**config.mk**
```make
export PLATFORM = sky130hd
export DESIGN_NAME = utf16_to_utf8_stream
export DESIGN_NICKNAME = d
export VERILOG_FILES = /design/src/hw/rtl/u16u8_pkg.sv /design/src/hw/rtl/u16u8_front.sv /design/src/hw/rtl/u16u8_cmd_fifo.sv /design/src/hw/rtl/u16u8_back.sv /design/src/hw/rtl/utf16_to_utf8_stream.sv
export SDC_FILE = /design/constraint.sdc
export NUM_CORES = 1
export LEC_CHECK = 0
export ABC_CLOCK_PERIOD_IN_PS = 4510
export CORE_UTILIZATION = 57
export DETAILED_ROUTE_END_ITERATION = 6
export DONT_BUFFER_PORTS = 1
export GPL_ROUTABILITY_DRIVEN = 0
export PLACE_DENSITY = 0.75
export SYNTH_ARGS = -nofsm -noshare
export SYNTH_HDL_FRONTEND = slang
export SYNTH_SLANG_ARGS = --single-unit
```
**constraint.sdc**
```tcl
create_clock -name clk -period 4.51 [get_ports clk]
set_input_delay 0.6765 -clock clk [delete_from_list [all_inputs] [get_ports clk]]
set_output_delay 0.6765 -clock clk [all_outputs]
set_load 0.01 [all_outputs]
```
**src/hw/rtl/u16u8_pkg.sv**
```systemverilog
// shared types, constants and byte encoder for the utf-16 to utf-8 transcoder
`default_nettype none
package u16u8_pkg;

	localparam int unsigned CuWidth    = 16;
	localparam int unsigned CpWidth    = 21;
	localparam int unsigned HeldWidth  = 10;
	localparam int unsigned LenWidth   = 3;
	localparam int unsigned FifoDepth  = 4;
	localparam int unsigned PtrWidth   = $clog2(FifoDepth);
	localparam int unsigned CntWidth   = $clog2(FifoDepth + 1);

	// surrogate range tags on the top six bits of a code unit
	localparam logic [5:0] HighTag = 6'b110110;
	localparam logic [5:0] LowTag  = 6'b110111;

	// byte counts of one sequence
	localparam logic [LenWidth-1:0] LenNone  = 3'd0;
	localparam logic [LenWidth-1:0] LenOne   = 3'd1;
	localparam logic [LenWidth-1:0] LenTwo   = 3'd2;
	localparam logic [LenWidth-1:0] LenThree = 3'd3;
	localparam logic [LenWidth-1:0] LenFour  = 3'd4;

	// one queued command: optional flush of a held high surrogate, then a main code point
	typedef struct packed {
		logic                 pre_en;
		logic [HeldWidth-1:0] pre_bits;
		logic [LenWidth-1:0]  main_len;
		logic [CpWidth-1:0]   main_cp;
		logic                 main_eos;
	} cmd_t;

	// byte k of the len-byte utf-8 sequence of cp
	function automatic logic [7:0] encode_byte(input logic [CpWidth-1:0] cp,
			input logic [LenWidth-1:0] len, input logic [1:0] k);
		logic [7:0] b;
		b = 8'h00;
		unique case (len)
			LenTwo: begin
				if (k == 2'd0) b = {3'b110, cp[10:6]};
				else           b = {2'b10, cp[5:0]};
			end
			LenThree: begin
				case (k)
					2'd0:    b = {4'b1110, cp[15:12]};
					2'd1:    b = {2'b10, cp[11:6]};
					default: b = {2'b10, cp[5:0]};
				endcase
			end
			LenFour: begin
				case (k)
					2'd0:    b = {5'b11110, cp[20:18]};
					2'd1:    b = {2'b10, cp[17:12]};
					2'd2:    b = {2'b10, cp[11:6]};
					default: b = {2'b10, cp[5:0]};
				endcase
			end
			default: b = {1'b0, cp[6:0]};
		endcase
		return b;
	endfunction

endpackage
`default_nettype wire

```
**src/hw/rtl/u16u8_front.sv**
```systemverilog
// front end: classifies code units, pairs surrogates, builds commands
`default_nettype none
module u16u8_front (
	input  wire logic                           clk,
	input  wire logic                           arst_n,
	input  wire logic                           in_valid,
	input  wire logic [u16u8_pkg::CuWidth-1:0]  code_unit,
	input  wire logic                           full,
	output logic                                in_ready,
	output logic                                push,
	output u16u8_pkg::cmd_t                     cmd
);

	logic                               held_valid_q;
	logic [u16u8_pkg::HeldWidth-1:0]    held_bits_q;
	logic                               is_high;
	logic                               is_low;
	logic                               pair;
	logic                               accept;

	assign in_ready = !full;
	assign accept   = in_valid && !full;
	assign is_high  = (code_unit[15:10] == u16u8_pkg::HighTag);
	assign is_low   = (code_unit[15:10] == u16u8_pkg::LowTag);
	assign pair     = held_valid_q && is_low;

	// command build
	always_comb begin
		cmd          = '0;
		cmd.pre_bits = held_bits_q;
		cmd.main_eos = (code_unit == '0);
		if (pair) begin
			cmd.main_len = u16u8_pkg::LenFour;
			cmd.main_cp  = {1'b0, held_bits_q, code_unit[9:0]} + 21'h10000;
		end else begin
			cmd.pre_en  = held_valid_q;
			cmd.main_cp = {5'd0, code_unit};
			if (is_high)                 cmd.main_len = u16u8_pkg::LenNone;
			else if (code_unit < 16'h80)  cmd.main_len = u16u8_pkg::LenOne;
			else if (code_unit < 16'h800) cmd.main_len = u16u8_pkg::LenTwo;
			else                          cmd.main_len = u16u8_pkg::LenThree;
		end
		push = accept && (cmd.pre_en || (cmd.main_len != u16u8_pkg::LenNone));
	end

	// held high surrogate
	always_ff @(posedge clk or negedge arst_n) begin
		if (!arst_n) begin
			held_valid_q <= 1'b0;
			held_bits_q  <= '0;
		end else if (accept) begin
			held_valid_q <= is_high && !pair;
			held_bits_q  <= (is_high && !pair) ? code_unit[9:0] : '0;
		end
	end

endmodule
`default_nettype wire

```
**src/hw/rtl/u16u8_cmd_fifo.sv**
```systemverilog
// small command queue between front and back
`default_nettype none
module u16u8_cmd_fifo (
	input  wire logic            clk,
	input  wire logic            arst_n,
	input  wire logic            push,
	input  wire u16u8_pkg::cmd_t wr_cmd,
	input  wire logic            pop,
	output u16u8_pkg::cmd_t      rd_cmd,
	output logic                 empty,
	output logic                 full
);

	u16u8_pkg::cmd_t                    mem_q [u16u8_pkg::FifoDepth];
	logic [u16u8_pkg::PtrWidth-1:0]     wr_ptr_q;
	logic [u16u8_pkg::PtrWidth-1:0]     rd_ptr_q;
	logic [u16u8_pkg::CntWidth-1:0]     count_q;
	logic                               do_push;
	logic                               do_pop;

	assign empty   = (count_q == '0);
	assign full    = (count_q == u16u8_pkg::CntWidth'(u16u8_pkg::FifoDepth));
	assign do_push = push && !full;
	assign do_pop  = pop && !empty;
	assign rd_cmd  = mem_q[rd_ptr_q];

	// storage
	always_ff @(posedge clk) begin
		if (do_push) mem_q[wr_ptr_q] <= wr_cmd;
	end

	// pointers and fill count
	always_ff @(posedge clk or negedge arst_n) begin
		if (!arst_n) begin
			wr_ptr_q <= '0;
			rd_ptr_q <= '0;
			count_q  <= '0;
		end else begin
			if (do_push) wr_ptr_q <= wr_ptr_q + 1'b1;
			if (do_pop)  rd_ptr_q <= rd_ptr_q + 1'b1;
			if (do_push && !do_pop)      count_q <= count_q + 1'b1;
			else if (do_pop && !do_push) count_q <= count_q - 1'b1;
		end
	end

endmodule
`default_nettype wire

```
**src/hw/rtl/u16u8_back.sv**
```systemverilog
// back end: serializes to utf-8 bytes, one per cycle unless stalled
`default_nettype none
module u16u8_back (
	input  wire logic            clk,
	input  wire logic            arst_n,
	input  wire u16u8_pkg::cmd_t cmd,
	input  wire logic            empty,
	output logic                 pop,
	output logic                 out_valid,
	input  wire logic            out_ready,
	output logic [7:0]           out_byte,
	output logic                 last_of_run,
	output logic                 end_of_string
);

	logic [u16u8_pkg::LenWidth-1:0] idx_q;
	logic [u16u8_pkg::LenWidth-1:0] total;
	logic [u16u8_pkg::LenWidth-1:0] sub;
	logic                           in_pre;
	logic                           is_last;
	logic                           advance;
	logic [7:0]                     cur_byte;
	logic                           valid_q;
	logic [7:0]                     byte_q;
	logic                           last_q;
	logic                           eos_q;

	// byte selection for the current position
	always_comb begin
		total    = cmd.pre_en ? (cmd.main_len + u16u8_pkg::LenThree) : cmd.main_len;
		in_pre   = cmd.pre_en && (idx_q < u16u8_pkg::LenThree);
		sub      = cmd.pre_en ? (idx_q - u16u8_pkg::LenThree) : idx_q;
		if (in_pre)
			cur_byte = u16u8_pkg::encode_byte({5'd0, u16u8_pkg::HighTag, cmd.pre_bits},
				u16u8_pkg::LenThree, idx_q[1:0]);
		else
			cur_byte = u16u8_pkg::encode_byte(cmd.main_cp, cmd.main_len, sub[1:0]);
		is_last  = (idx_q == total - 1'b1);
		advance  = !empty && (!valid_q || out_ready);
		pop      = advance && is_last;
	end

	// position within the command
	always_ff @(posedge clk or negedge arst_n) begin
		if (!arst_n)      idx_q <= '0;
		else if (advance) idx_q <= is_last ? '0 : idx_q + 1'b1;
	end

	// output register
	always_ff @(posedge clk or negedge arst_n) begin
		if (!arst_n)                  valid_q <= 1'b0;
		else if (!valid_q || out_ready) valid_q <= !empty;
	end

	always_ff @(posedge clk) begin
		if (advance) begin
			byte_q <= cur_byte;
			last_q <= is_last;
			eos_q  <= is_last && cmd.main_eos;
		end
	end

	assign out_valid     = valid_q;
	assign out_byte      = byte_q;
	assign last_of_run   = last_q;
	assign end_of_string = eos_q;

endmodule
`default_nettype wire

```
**src/hw/rtl/utf16_to_utf8_stream.sv**
```systemverilog
// utf16_to_utf8_stream: one utf-16 code unit in, utf-8 bytes out
// an item's first byte passes through the command queue and then the output register,
//   and waits behind the bytes of earlier items that are still in the queue
// throughput: one output byte per cycle unless stalled; an item gives 1 to 6 bytes,
//   set by the byte serializer; a stored high surrogate gives no byte and is not
//   queued
// a four-entry command queue lets input run ahead of output
// reset: arst_n clears the held surrogate, the queue and the output valid
`default_nettype none
module utf16_to_utf8_stream (
	input  wire logic        clk,
	input  wire logic        arst_n,
	input  wire logic        s_axis_tvalid,
	output logic             s_axis_tready,
	input  wire logic [15:0] s_axis_tdata,  // [15:0] code_unit
	output logic             m_axis_tvalid,
	input  wire logic        m_axis_tready,
	output logic [7:0]       m_axis_tdata,  // [7:0] out_byte
	output logic             m_axis_tlast,  // last_of_run
	output logic             m_axis_tuser   // [0] end_of_string
);

	u16u8_pkg::cmd_t wr_cmd;
	u16u8_pkg::cmd_t rd_cmd;
	logic            push;
	logic            pop;
	logic            empty;
	logic            full;

	// classification and surrogate pairing
	u16u8_front u_front (
		.clk       (clk),
		.arst_n    (arst_n),
		.in_valid  (s_axis_tvalid),
		.code_unit (s_axis_tdata),
		.full      (full),
		.in_ready  (s_axis_tready),
		.push      (push),
		.cmd       (wr_cmd)
	);

	// command queue
	u16u8_cmd_fifo u_fifo (
		.clk    (clk),
		.arst_n (arst_n),
		.push   (push),
		.wr_cmd (wr_cmd),
		.pop    (pop),
		.rd_cmd (rd_cmd),
		.empty  (empty),
		.full   (full)
	);

	// byte serializer
	u16u8_back u_back (
		.clk           (clk),
		.arst_n        (arst_n),
		.cmd           (rd_cmd),
		.empty         (empty),
		.pop           (pop),
		.out_valid     (m_axis_tvalid),
		.out_ready     (m_axis_tready),
		.out_byte      (m_axis_tdata),
		.last_of_run   (m_axis_tlast),
		.end_of_string (m_axis_tuser)
	);

endmodule
`default_nettype wire

```
# [Word level (Yosys, flattened, before mapping)]
# Memory sizes are Yosys's and may differ from the RTL's.
# Cells that the tools add are included.
[word_totals] input_bits=20 ramBits=144 reg_bits=32 memories=1
[op_classes] n_lt_le_gt_ge=3 add_sub_neg=9 reduce_logical=26 muxes=19 n_eq_ne=10
[memory_table] memory="u_fifo.mem_q" depth=4 width=36 read_ports=1 rd_ports_with_merged_regs=0 write_ports=1 line="u16u8_cmd_fifo.sv:14" text="u16u8_pkg::cmd_t mem_q [u16u8_pkg::FifoDepth];"
[op_table] op="one-hot mux 7 bit (2 select lines)" n=2
[op_table] op="two-way mux 24 bit" n=1
[op_table] op="one-hot mux 8 bit (3 select lines)" n=1
[op_table] op="adder 20 x 17 -> 21 bit, second input constant" n=1
[op_table] op="one-hot mux 7 bit (3 select lines)" n=1
[op_table] op="two-way mux 3 bit" n=6
[op_table] op="zero test 16 bit" n=1
[op_table] op="less-than comparator 16 x 12 -> 1 bit, second input constant" n=1
[op_table] op="less-than comparator 16 x 8 -> 1 bit, second input constant" n=1
[op_table] op="equality test 6 bit, second input constant" n=2
[op_table] op="logical AND 1 bit" n=12
[op_table] op="two-way mux 10 bit" n=1
[op_table] op="two-way mux 8 bit" n=1
[op_table] op="two-way mux 7 bit" n=1
[op_table] op="adder 3 x 1 -> 3 bit, second input constant" n=2
[op_table] op="equality test 3 x 2 -> 1 bit, second input constant" n=2
[op_table] op="equality test 3 bit, second input constant" n=2
[op_table] op="zero test 1 bit" n=6
[op_table] op="subtractor 3 x 1 -> 3 bit, second input constant" n=2
[op_table] op="adder 2 x 1 -> 2 bit, second input constant" n=2
[op_table] op="equality test 2 x 1 -> 1 bit, second input constant" n=2
[op_table] op="zero test 2 bit" n=2
[op_table] op="two-way mux 1 bit" n=4
[op_table] op="adder 3 x 2 -> 3 bit, second input constant" n=1
[op_table] op="9 further kinds" n=10

# [Logic depth before layout (Yosys ltp)]
# Gate-level depths: netlist of run 1.
[logic_depth] word_depth=13 ltp_mapped=20

# [Hierarchy]
# Synthesis of run 1 repeated with hierarchy kept, for this count alone.
[unflattened] hier_cells=514 area_unflattened_um2=7970.1
[modules_own_cells] module="u16u8_cmd_fifo" cells_per_inst=224 area_each_um2=5635.4 n_inst=1 seq_area_each_um2=4499.3
[modules_own_cells] module="u16u8_back" cells_per_inst=189 area_each_um2=1544.0 n_inst=1 seq_area_each_um2=400.4
[modules_own_cells] module="u16u8_front" cells_per_inst=101 area_each_um2=790.8 n_inst=1 seq_area_each_um2=275.3

# [Least setup slack after synthesis of run 1]
# OpenSTA, ideal clock, no wires.
[synth_path] path_type="flip-flop to flip-flop" from="register u_fifo.rd_ptr_q[0] (netlist name)" to="register u_fifo.count_q[1] (netlist name)" required_ps=4385 synth_period_minus_slack_ps=4198 path_stages_with_launch=19 arrival_time_ps=4073 path_slack_ps=312 cell_sequence="dfrtp_1 > buf_6 > buf_4 > buf_4 > buf_4 > mux4_2 > inv_1 > ha_1 > nor2_1 > a21oi_1 > ha_1 > xor2_1 > o21ai_2 > a211oi_4 > nand2_2 > ha_1 > inv_1 > fa_1 > mux2_2"
[synth_via] elab_chain_len=10
[synth_lines] element="from (decl)" line="u16u8_cmd_fifo.sv:16" text="logic [u16u8_pkg::PtrWidth-1:0] rd_ptr_q;"
[synth_lines] element="from (signal assigned)" line="u16u8_cmd_fifo.sv:40" text="if (do_pop) rd_ptr_q <= rd_ptr_q + 1'b1;"
[synth_lines] element="memory read (4 x 36 bit) *"
[synth_lines] element="adder 3 x 2 -> 3 bit" line="u16u8_back.sv:30" text="total = cmd.pre_en ? (cmd.main_len + u16u8_pkg::LenThree) : cmd.main_len;"
[synth_lines] element="two-way mux 3 bit *" line="u16u8_back.sv:30"
[synth_lines] element="subtractor 3 x 1 -> 3 bit *" line="u16u8_back.sv:38" text="is_last = (idx_q == total - 1'b1);"
[synth_lines] element="equality test 3 bit *" line="u16u8_back.sv:38"
[synth_lines] element="via u_back.is_last" line="u16u8_back.sv:20" text="logic is_last;"
[synth_lines] element="logical AND 1 bit *" line="u16u8_back.sv:40" text="pop = advance && is_last;"
[synth_lines] element="logical AND 1 bit *" line="u16u8_cmd_fifo.sv:24" text="assign do_pop = pop && !empty;"
[synth_lines] element="zero test 1 bit" line="u16u8_cmd_fifo.sv:41" text="if (do_push && !do_pop) count_q <= count_q + 1'b1;"
[synth_lines] element="logical AND 1 bit" line="u16u8_cmd_fifo.sv:41"
[synth_lines] element="two-way mux 3 bit / nonzero test 2 bit (equally long branches)"
[synth_lines] element="to (signal assigned)" line="u16u8_cmd_fifo.sv:41"
[synth_lines] element="to (signal assigned)" line="u16u8_cmd_fifo.sv:42" text="else if (do_pop && !do_push) count_q <= count_q - 1'b1;"
[synth_lines] element="to (decl)" line="u16u8_cmd_fifo.sv:17" text="logic [u16u8_pkg::CntWidth-1:0] count_q;"
# The timed path passes the listed nets; every way through them passes the cells marked *.
# A chain may end at the register's enable or synchronous reset.

# [Worst setup path after layout of run 1]
# Same ends and word-level chain as after synthesis.

==> run summary, run 1 <==
The maximum vdd ir drop is 324.3 uV, and the number of max-capacitance violations reported is 0. The setup path with the least slack is of type reg2reg. Worst relative slew slack: 42.17%.

The arrival time at the worst endpoint was 4380 ps. Cells with a size suffix above 1 make up 20.76% of the layout. Timing would allow up to 0.2456 GHz.

The synthesized netlist net count is 536, and the overflow left after global routing is 0. The initial detailed-routing violation count is 462. The tools report the kind of end point of the critical path as a flip-flop. The via count of the routed design was 4618; the leakage dissipation was 3.144 nW.

Number of hold violations in the final report: 0. The power per unit of standard cell area is 742.7 mW/mm^2, and the H-tree depth is 4. The run gives 933 as the number of filler cells placed in the layout.

For this run, the leading register cell type out of synthesis is sky130_fd_sc_hd__edfxtp_1. The run gives 176 as the number of sinks on the clock net. The source-to-sink clock delay at the later pin of the worst-skew pair is 430 ps, and the post-detailed-placement half-perimeter wirelength is 11710 um. The setup TNS after final layout was 0 ps; the length of the first detailed-routing pass in iterations was 5. Counting flops and latches in the post-synthesis netlist gives 176. The worst stage delay on the critical path was 600 ps. The total I/O pin count is 32, and the number of buffers on the longest clock path is 2. Summing the sequential cell areas from Yosys gives 63.44% of the chip area. After clock tree synthesis, the clock-pin slew on the worst setup and hold paths is 70 ps. The yosys synthesis warning count is 0, and the initial antenna violation count is 0.

At the end of the flow, the number of nets in the layout was 547. Setup violations remaining at the end of the flow were counted as 0. In the routed design, unresolved DRC markers number 0.

The number of distinct library cells after synthesis is 58. The worst path meets setup with 438.6 ps of slack. The tools report the buffer cell driving the clock tree root as sky130_fd_sc_hd__clkbuf_16. The tightest min-delay check is of the in2async type. After detailed routing, the total wire length is 17310 um. The post-CTS setup-driven buffer insertion count is 0.

Critical path buffer and inverter count: 2. The measured slew at the worst slew-check pin was 861.5 ps; the number of standard cells in the final layout excluding fillers was 705. The floorplan step defined a die boundary enclosing 0.01479 sq mm. The worst-case clock skew came out at 5.274 ps.

The run finished with clean final reports. For this run, asynchronously set or reset flops after synthesis account for 12.50%. The run gives 0 as the number of nets with antenna violations after routing.

At the worst endpoint, the required time is 4820 ps. Broken down by cell family, the worst path's largest delay share belongs to adder cells. The logs give 672 for the number of placed instances with taps included and 0.01393 sq mm for the core box area. For this run, the total global-route usage over all layers was measured as 25.63%. TritonCTS created 17 clock buffers. TritonCTS built the clock tree. The final critical path takes up 90.27% of the cycle. The run gives 37 as the largest net degree at the start of global routing. Along the worst path, the maximum fanout reaches 12. The cell that appears most often on the critical path is sky130_fd_sc_hd__ha_1.

The growth of design area from synthesis to finish came out at 9.479%. Setup repair after global routing left no endpoint under its margin. The share of the core filled with cells was 64.09%; the mean cell area of the mapped netlist was 16.28 sq um. Dividing the detail-routed via count by the number of cells gives 6.550. For the row count, the log shows 43.

The count of buffers from port buffering was 0. The die outline width is 121.6 um. STA classifies the critical path startpoint as a flip-flop. The post-detailed-route wirelength per cell is 24.55 um. The synthesized design contains 154 enable-type register cells.

The antenna diode count is 0, and the post-synthesis instance area is 0.008158 sq mm. The worst-path cell with the longest stage delay was sky130_fd_sc_hd__dfrtp_2. The count of final max-slew check failures is 0.

Number of global-route vias before repair: 4797. In this run the vertical extent of the chip is 121.6 um. At the placement stage, the worst setup path has a slack of 432.2 ps.

Walking the worst path, the cells encountered are mux4_2 -> inv_1 -> ha_1 -> nor2_1 -> a21oi_1 -> ha_1 -> xor2_1 -> o21ai_2 -> a211oi_4 -> nand2_2 -> ha_1 -> inv_1 -> fa_1 -> mux2_2. The minimum clock period came out at 4071 ps. Effective utilization at floorplan: 58.54%. The first global-routing pass estimated 26930 um of wire. The number of instances in the synthesized netlist is 501.
[registers in the layout (all words and copies together) (netlist names)]
name,flops
u_back.last_of_run,1
u_back.idx_q,3
u_fifo.rd_ptr_q,2
u_back.end_of_string,1
u_fifo.wr_ptr_q,2
u_back.out_byte,8
u_front.held_valid_q,1
u_fifo.count_q,3
u_back.out_valid,1
u_front.held_bits_q,10
u_fifo.mem_q,144
[where the power goes]
group | total, mW | internal [mW] | switching, mW
Combinational | 2.88 | 1.23 | 1.65
Clock | 1.37 | 0.724 | 0.645
Sequential | 2.38 | 2.18 | 0.202
Total | 6.63 | 4.14 | 2.50
[synth_stat cells (2+ instances only)]
library cell,number,share of area [%]
sky130_fd_sc_hd__mux4_2,43,12
sky130_fd_sc_hd__dfrtp_1,22,6.7
sky130_fd_sc_hd__a221oi_1,3,0.32
sky130_fd_sc_hd__inv_1,14,0.64
sky130_fd_sc_hd__ha_1,14,2.1
sky130_fd_sc_hd__nand2b_1,5,0.38
sky130_fd_sc_hd__nor2b_1,5,0.38
sky130_fd_sc_hd__a211oi_1,7,0.64
sky130_fd_sc_hd__nor4_1,2,0.15
sky130_fd_sc_hd__nand3b_1,3,0.28
sky130_fd_sc_hd__xor2_1,5,0.54
sky130_fd_sc_hd__edfxtp_1,154,57
sky130_fd_sc_hd__mux4_1,5,1.6
sky130_fd_sc_hd__mux2_2,6,0.83
sky130_fd_sc_hd__or2_2,2,0.15
sky130_fd_sc_hd__nand2_1,38,1.7
sky130_fd_sc_hd__o21ai_0,22,1.3
sky130_fd_sc_hd__nor3_1,6,0.37
sky130_fd_sc_hd__a21oi_1,11,0.67
sky130_fd_sc_hd__nor3b_1,2,0.18
sky130_fd_sc_hd__mux2i_1,26,3.2
sky130_fd_sc_hd__o21a_1,4,0.37
sky130_fd_sc_hd__a31oi_1,2,0.15
sky130_fd_sc_hd__nor2_1,20,0.92
sky130_fd_sc_hd__buf_4,5,0.46
sky130_fd_sc_hd__mux2i_4,3,0.83
sky130_fd_sc_hd__o31ai_1,2,0.18
sky130_fd_sc_hd__clkbuf_1,9,0.41
sky130_fd_sc_hd__o22ai_1,3,0.23
sky130_fd_sc_hd__xnor2_1,7,0.75
sky130_fd_sc_hd__nand4_1,3,0.23
sky130_fd_sc_hd__a21o_1,2,0.18
sky130_fd_sc_hd__nand3_1,8,0.49
sky130_fd_sc_hd__and2_1,8,0.61
sky130_fd_sc_hd__buf_6,2,0.28
sky130_fd_sc_hd__buf_2,6,0.37
[logic make-up after synthesis]
| group | Yosys count | share of synthesized area [%] |
|---|---|---|
| AOI/OAI and AO/OA | 68 | 5.445 |
| xor gates and xnor gates | 13 | 1.626 |
| adders and majority gates | 15 | 2.393 |
| buffers and inverters | 37 | 2.209 |
| DFF | 176 | 63.44 |
| muxes | 83 | 18.33 |
| and+or+nand+nor | 109 | 6.565 |
[worst paths after layout]
| kind | startpoint | to | slack [ps] | cells after the start |
|---|---|---|---|---|
| max in group asynchronous | arst_n | u_fifo.rd_ptr_q[0]$_DFFE_PN0P_ | 4280 | 1 |
| worst min register to register | u_fifo.count_q[2]$_DFFE_PN0P_ | u_fifo.count_q[2]$_DFFE_PN0P_ | 530 | 1 |
| min in group clk | s_axis_tdata[9] | u_fifo.mem_q[1][10]$_DFFE_PP_ | 340 | 0 |
| worst min-delay path | arst_n | u_back.out_valid$_DFFE_PN0N_ | 60 | 1 |
| worst max register to register | u_fifo.rd_ptr_q[0]$_DFFE_PN0P_ | u_fifo.count_q[1]$_DFFE_PN0P_ | 440 | 14 |
| worst max-delay path | u_fifo.rd_ptr_q[0]$_DFFE_PN0P_ | u_fifo.count_q[1]$_DFFE_PN0P_ | 440 | 14 |
[stage by stage]
stage | total power [mW] | hold slack, ps | instance area, sq um
5_1_grt | 6.990 | 49.76 | 8931
3_3_place_gp | 5.140 | 381.8 | 8362
2_1_floorplan | 4.600 | 380.9 | 8158
6_report | 6.633 | 57.58 | 8931
3_5_place_dp | 5.263 | 381.7 | 8362
4_1_cts | 6.641 | 49.97 | 8931
[what timing repair did]
item / CTS / global route
resized for setup: 0 / 0
hold endpoints to repair: 22 / 0
hold buffers: 1 / 0
[final cells by class]
class	count	area (sq um)	share of cell area, %
multi-input cells	288	2805	31.41
clock inverters	14	120.1	1.345
flip-flops and latches	176	5177	57.97
well taps	180	225.2	2.522
repair buffers	14	117.6	1.317
clock buffers	18	429.2	4.805
inverters	15	56.30	0.6304
[layer usage]
metal	global-route usage [%]	vias up	part of all wire [%]	wire length, um
li1	-	2003	-	-
met3	6.320	28	6.5	1122
met5	0	-	0	0
met2	41.90	216	50	8628
met1	33.62	2371	42	7238
met4	9.028	0	1.8	318
[cells in the final DEF (no fill, tap or decap), types with 7 or more instances in the layout]
cell type | synthesis | layout
sky130_fd_sc_hd__xnor2_1 | 7 | 7
sky130_fd_sc_hd__dfrtp_1 | 22 | 20
sky130_fd_sc_hd__nor2_1 | 20 | 20
sky130_fd_sc_hd__mux2i_1 | 26 | 26
sky130_fd_sc_hd__inv_1 | 14 | 14
sky130_fd_sc_hd__o21ai_0 | 22 | 22
sky130_fd_sc_hd__a211oi_1 | 7 | 7
sky130_fd_sc_hd__edfxtp_1 | 154 | 154
sky130_fd_sc_hd__clkbuf_16 | 0 | 17
sky130_fd_sc_hd__nand2_1 | 38 | 38
sky130_fd_sc_hd__a21oi_1 | 11 | 11
sky130_fd_sc_hd__ha_1 | 14 | 14
sky130_fd_sc_hd__mux4_2 | 43 | 43
sky130_fd_sc_hd__buf_4 | 5 | 13
sky130_fd_sc_hd__nand3_1 | 8 | 8
No activity file was read; power rests on OpenSTA's default activity.
==> inputs of run 2 (changes only) <==
--- a/config.mk
+++ b/config.mk
@@ -6,11 +6,13 @@
 export NUM_CORES = 1
 export LEC_CHECK = 0
 export ABC_CLOCK_PERIOD_IN_PS = 4510
+export CORE_MARGIN = 3
 export CORE_UTILIZATION = 57
 export DETAILED_ROUTE_END_ITERATION = 6
 export DONT_BUFFER_PORTS = 1
 export GPL_ROUTABILITY_DRIVEN = 0
-export PLACE_DENSITY = 0.75
+export PLACE_DENSITY = 0.84
+export RECOVER_POWER = 100
 export SYNTH_ARGS = -nofsm -noshare
 export SYNTH_HDL_FRONTEND = slang
 export SYNTH_SLANG_ARGS = --single-unit
==> run summary, run 2 (synthesis results as in run 1) <==
The flow ran to the end, and the final reports show no timing, DRC or antenna violations. The number of global-route vias before repair is 4788, and the overflow left after global routing is 0. In this run the worst path has a maximum fanout of 24.

The register with the most flip-flops in the layout has 144 of them. The routed layout has 4651 vias. The tools report the number of failing setup endpoints in the final timing report as 0. The worst hold path belongs to the class in2reg. Summed over all layers, the routed wires come to 17780 um.

The tools report the initial detailed-routing violation count as 673. The run gives 2 as the number of buffers on the longest clock path. The signal on the critical path passes through buf_4 -> mux4_2 -> ha_1 -> inv_1 -> mux2i_4 -> o21ai_0 -> a211oi_1 -> nand2_2 -> ha_1 -> inv_1 -> fa_1 -> mux2_2. Measured against its own limit, the worst slew margin works out to 8.017%.

The initial antenna violation count was 0; the number of filler cells placed in the layout was 961. The row count was 43; the source-to-sink clock delay at the later pin of the worst-skew pair was 430 ps. Once the clock tree was built, the setup fixing pass inserted 0 buffers.

Max-cap violations in this run came to 0. During placement, the flow inserted port buffers numbering 0. Post-detailed-route DRC marker count: 0.

The region available for standard cell placement spans 0.01393 sq mm. The worst-case IR drop observed on VDD is 427.9 uV. Setup repair after global routing left no endpoint under its margin.

The number of clock buffers added by TritonCTS is 17. The clock-pin slew on the worst setup and hold paths works out to 70 ps. The top layer used by detailed routing was met4. The most frequent standard cell in the layout excluding fill and tap cells is sky130_fd_sc_hd__edfxtp_1.

For this design the top-level I/O count stands at 32. For the wire length of the first global-routing pass, the log shows 28300 um. Wire segments on met2 add up to 8799 um in the final route.

For the pin with the worst max-slew slack, the measured transition is 1380 ps. The H-tree depth came out at 4. TritonCTS built the clock tree. Once the floorplan was initialized, standard cells occupied 58.54% of the core. The arrival time at the worst endpoint was 4150 ps; the power per unit of standard cell area was 741.3 mW/mm^2.

Compared with the post-synthesis result, the final layout area differs by 8.558%. The worst path needs 3835 ps of the cycle, external delays included. The number of sinks on the clock net was 176.

Dividing the detail-routed via count by the number of cells gives 6.616. The kind of end point of the critical path was a flip-flop. The post-detailed-route wirelength per cell came out at 25.28 um. Of the available clock period, the critical path in the final layout requires 85.04%. Setup total negative slack on the finished layout was measured at 0 ps.

For this design the static power due to leakage is 3.103 nW. The count of nets left with antenna violations once routing finished came out at 0. Register with the most flip-flops: u_fifo.mem_q. Worst-path cell with the longest stage delay: sky130_fd_sc_hd__mux4_2.

The number of antenna diodes in the final layout is 0. Hold-fix buffer count after cts: 1. On the worst path, the slowest cell contributes a delay of 690 ps. The pre-antenna-repair detailed-routing pass consisted of 5 iterations. The tools report the number of hold violations in the final report as 0. The detailed router put a total of 7102 um of wire on met1.

The total met3 wirelength after detailed routing was 1568 um. Entering global routing, the biggest net connects 37 pins. The type of the worst setup path was reg2reg. The die is 125.6 um wide.

The floorplan step set the die height to 125.6 um. Of the cells placed in the final design, the portion with a size suffix greater than 1 is 18.36%. Type of element launching the critical path: a flip-flop. The net count of the finished layout is 545. The die covers 0.01578 sq mm.

Buffer cell driving the clock tree root: sky130_fd_sc_hd__clkbuf_16. At the worst endpoint, the required time is 4820 ps. Once layout is complete, the utilization of the core stands at 63.55%. Gates resized during post-CTS repair numbered 0. The library cells used most frequently in the layout, excluding fill and tap cells, are sky130_fd_sc_hd__edfxtp_1 (154), sky130_fd_sc_hd__mux4_2 (43), sky130_fd_sc_hd__nand2_1 (38).

Across every metal layer, demand over resource in global routing totals 23.84%. Across the routed clock network, the largest skew measured is 6.108 ps. The run gives 11840 um as the post-detailed-placement half-perimeter wirelength. For the maximum clock rate, the log shows 0.2607 GHz. The tools report the count of final max-slew check failures as 0.
-- run 2: changes by cell type in the layout (fill, tap and decap cells not counted), moves of 3 or more --
cell | previous run | this run
sky130_fd_sc_hd__and2_1 | 6 | 3
sky130_fd_sc_hd__clkbuf_2 | 0 | 4
sky130_fd_sc_hd__and2_0 | 0 | 5
sky130_fd_sc_hd__buf_4 | 13 | 6
sky130_fd_sc_hd__inv_6 | 6 | 3
-- run 2: layout make-up --
type / count / area [sq um] / area share [%]
timing repair buffer: 12 / 72.57 / 0.8194
clock inverter: 15 / 131.4 / 1.483
sequential: 176 / 5176 / 58.45
multi-input combinational: 288 / 2769 / 31.27
tap: 180 / 225.2 / 2.543
inverter: 15 / 56.30 / 0.6358
clock buffer: 17 / 425.4 / 4.804
-- run 2: metrics by stage --
step           hold WS (ps)  setup slack [ps]  power, mW  cells  area [sq um]
6_report              341.8             674.7      6.565    703          8856
5_1_grt               316.4             405.1      6.913    703          8856
4_1_cts               40.87             737.7      6.670    703          8921
3_5_place_dp          381.5             741.0      5.279    670          8344
3_3_place_gp          381.5             887.0      5.127    670          8344
2_1_floorplan         380.9             312.0      4.600    501          8158
-- run 2: per-layer routing --
layer / global-route usage (%) / vias to the layer above
met3: 5.513 / 34
met5: 0 / -
met2: 38.45 / 255
met1: 33.37 / 2368
li1: - / 1994
met4: 6.441 / 0
-- run 2: power breakdown --
group          switching, mW  internal, mW  total (mW)
combinational           1.60          1.18        2.78
clock                  0.659         0.723        1.38
sequential             0.211          2.19        2.40
total                   2.47          4.09        6.56
-- run 2: worst paths after layout --
kind	startpoint	depth (start not counted)	endpoint	slack (ps)
worst max-delay path	u_fifo.rd_ptr_q[0]$_DFFE_PN0P_	12	u_fifo.count_q[1]$_DFFE_PN0P_	670
worst min-delay path	s_axis_tdata[1]	0	u_fifo.mem_q[3][2]$_DFFE_PP_	340
max in group asynchronous	arst_n	1	u_fifo.rd_ptr_q[1]$_DFFE_PN0P_	3060
min in group asynchronous	arst_n	1	u_back.idx_q[2]$_DFFE_PN0P_	540
worst max register to register	u_fifo.rd_ptr_q[0]$_DFFE_PN0P_	12	u_fifo.count_q[1]$_DFFE_PN0P_	670
worst min register to register	u_fifo.count_q[2]$_DFFE_PN0P_	1	u_fifo.count_q[2]$_DFFE_PN0P_	530
-- run 2: worst max-delay path: cells and delay by family (launching register included) --
family,cells,cell delay (ps)
buffers and inverters,3,600
multiplexers,3,1110
AND/OR/NAND/NOR,1,110
AO/OA/AOI/OAI,2,440
adder cells (fa/ha/maj),3,990
flip-flops,1,470
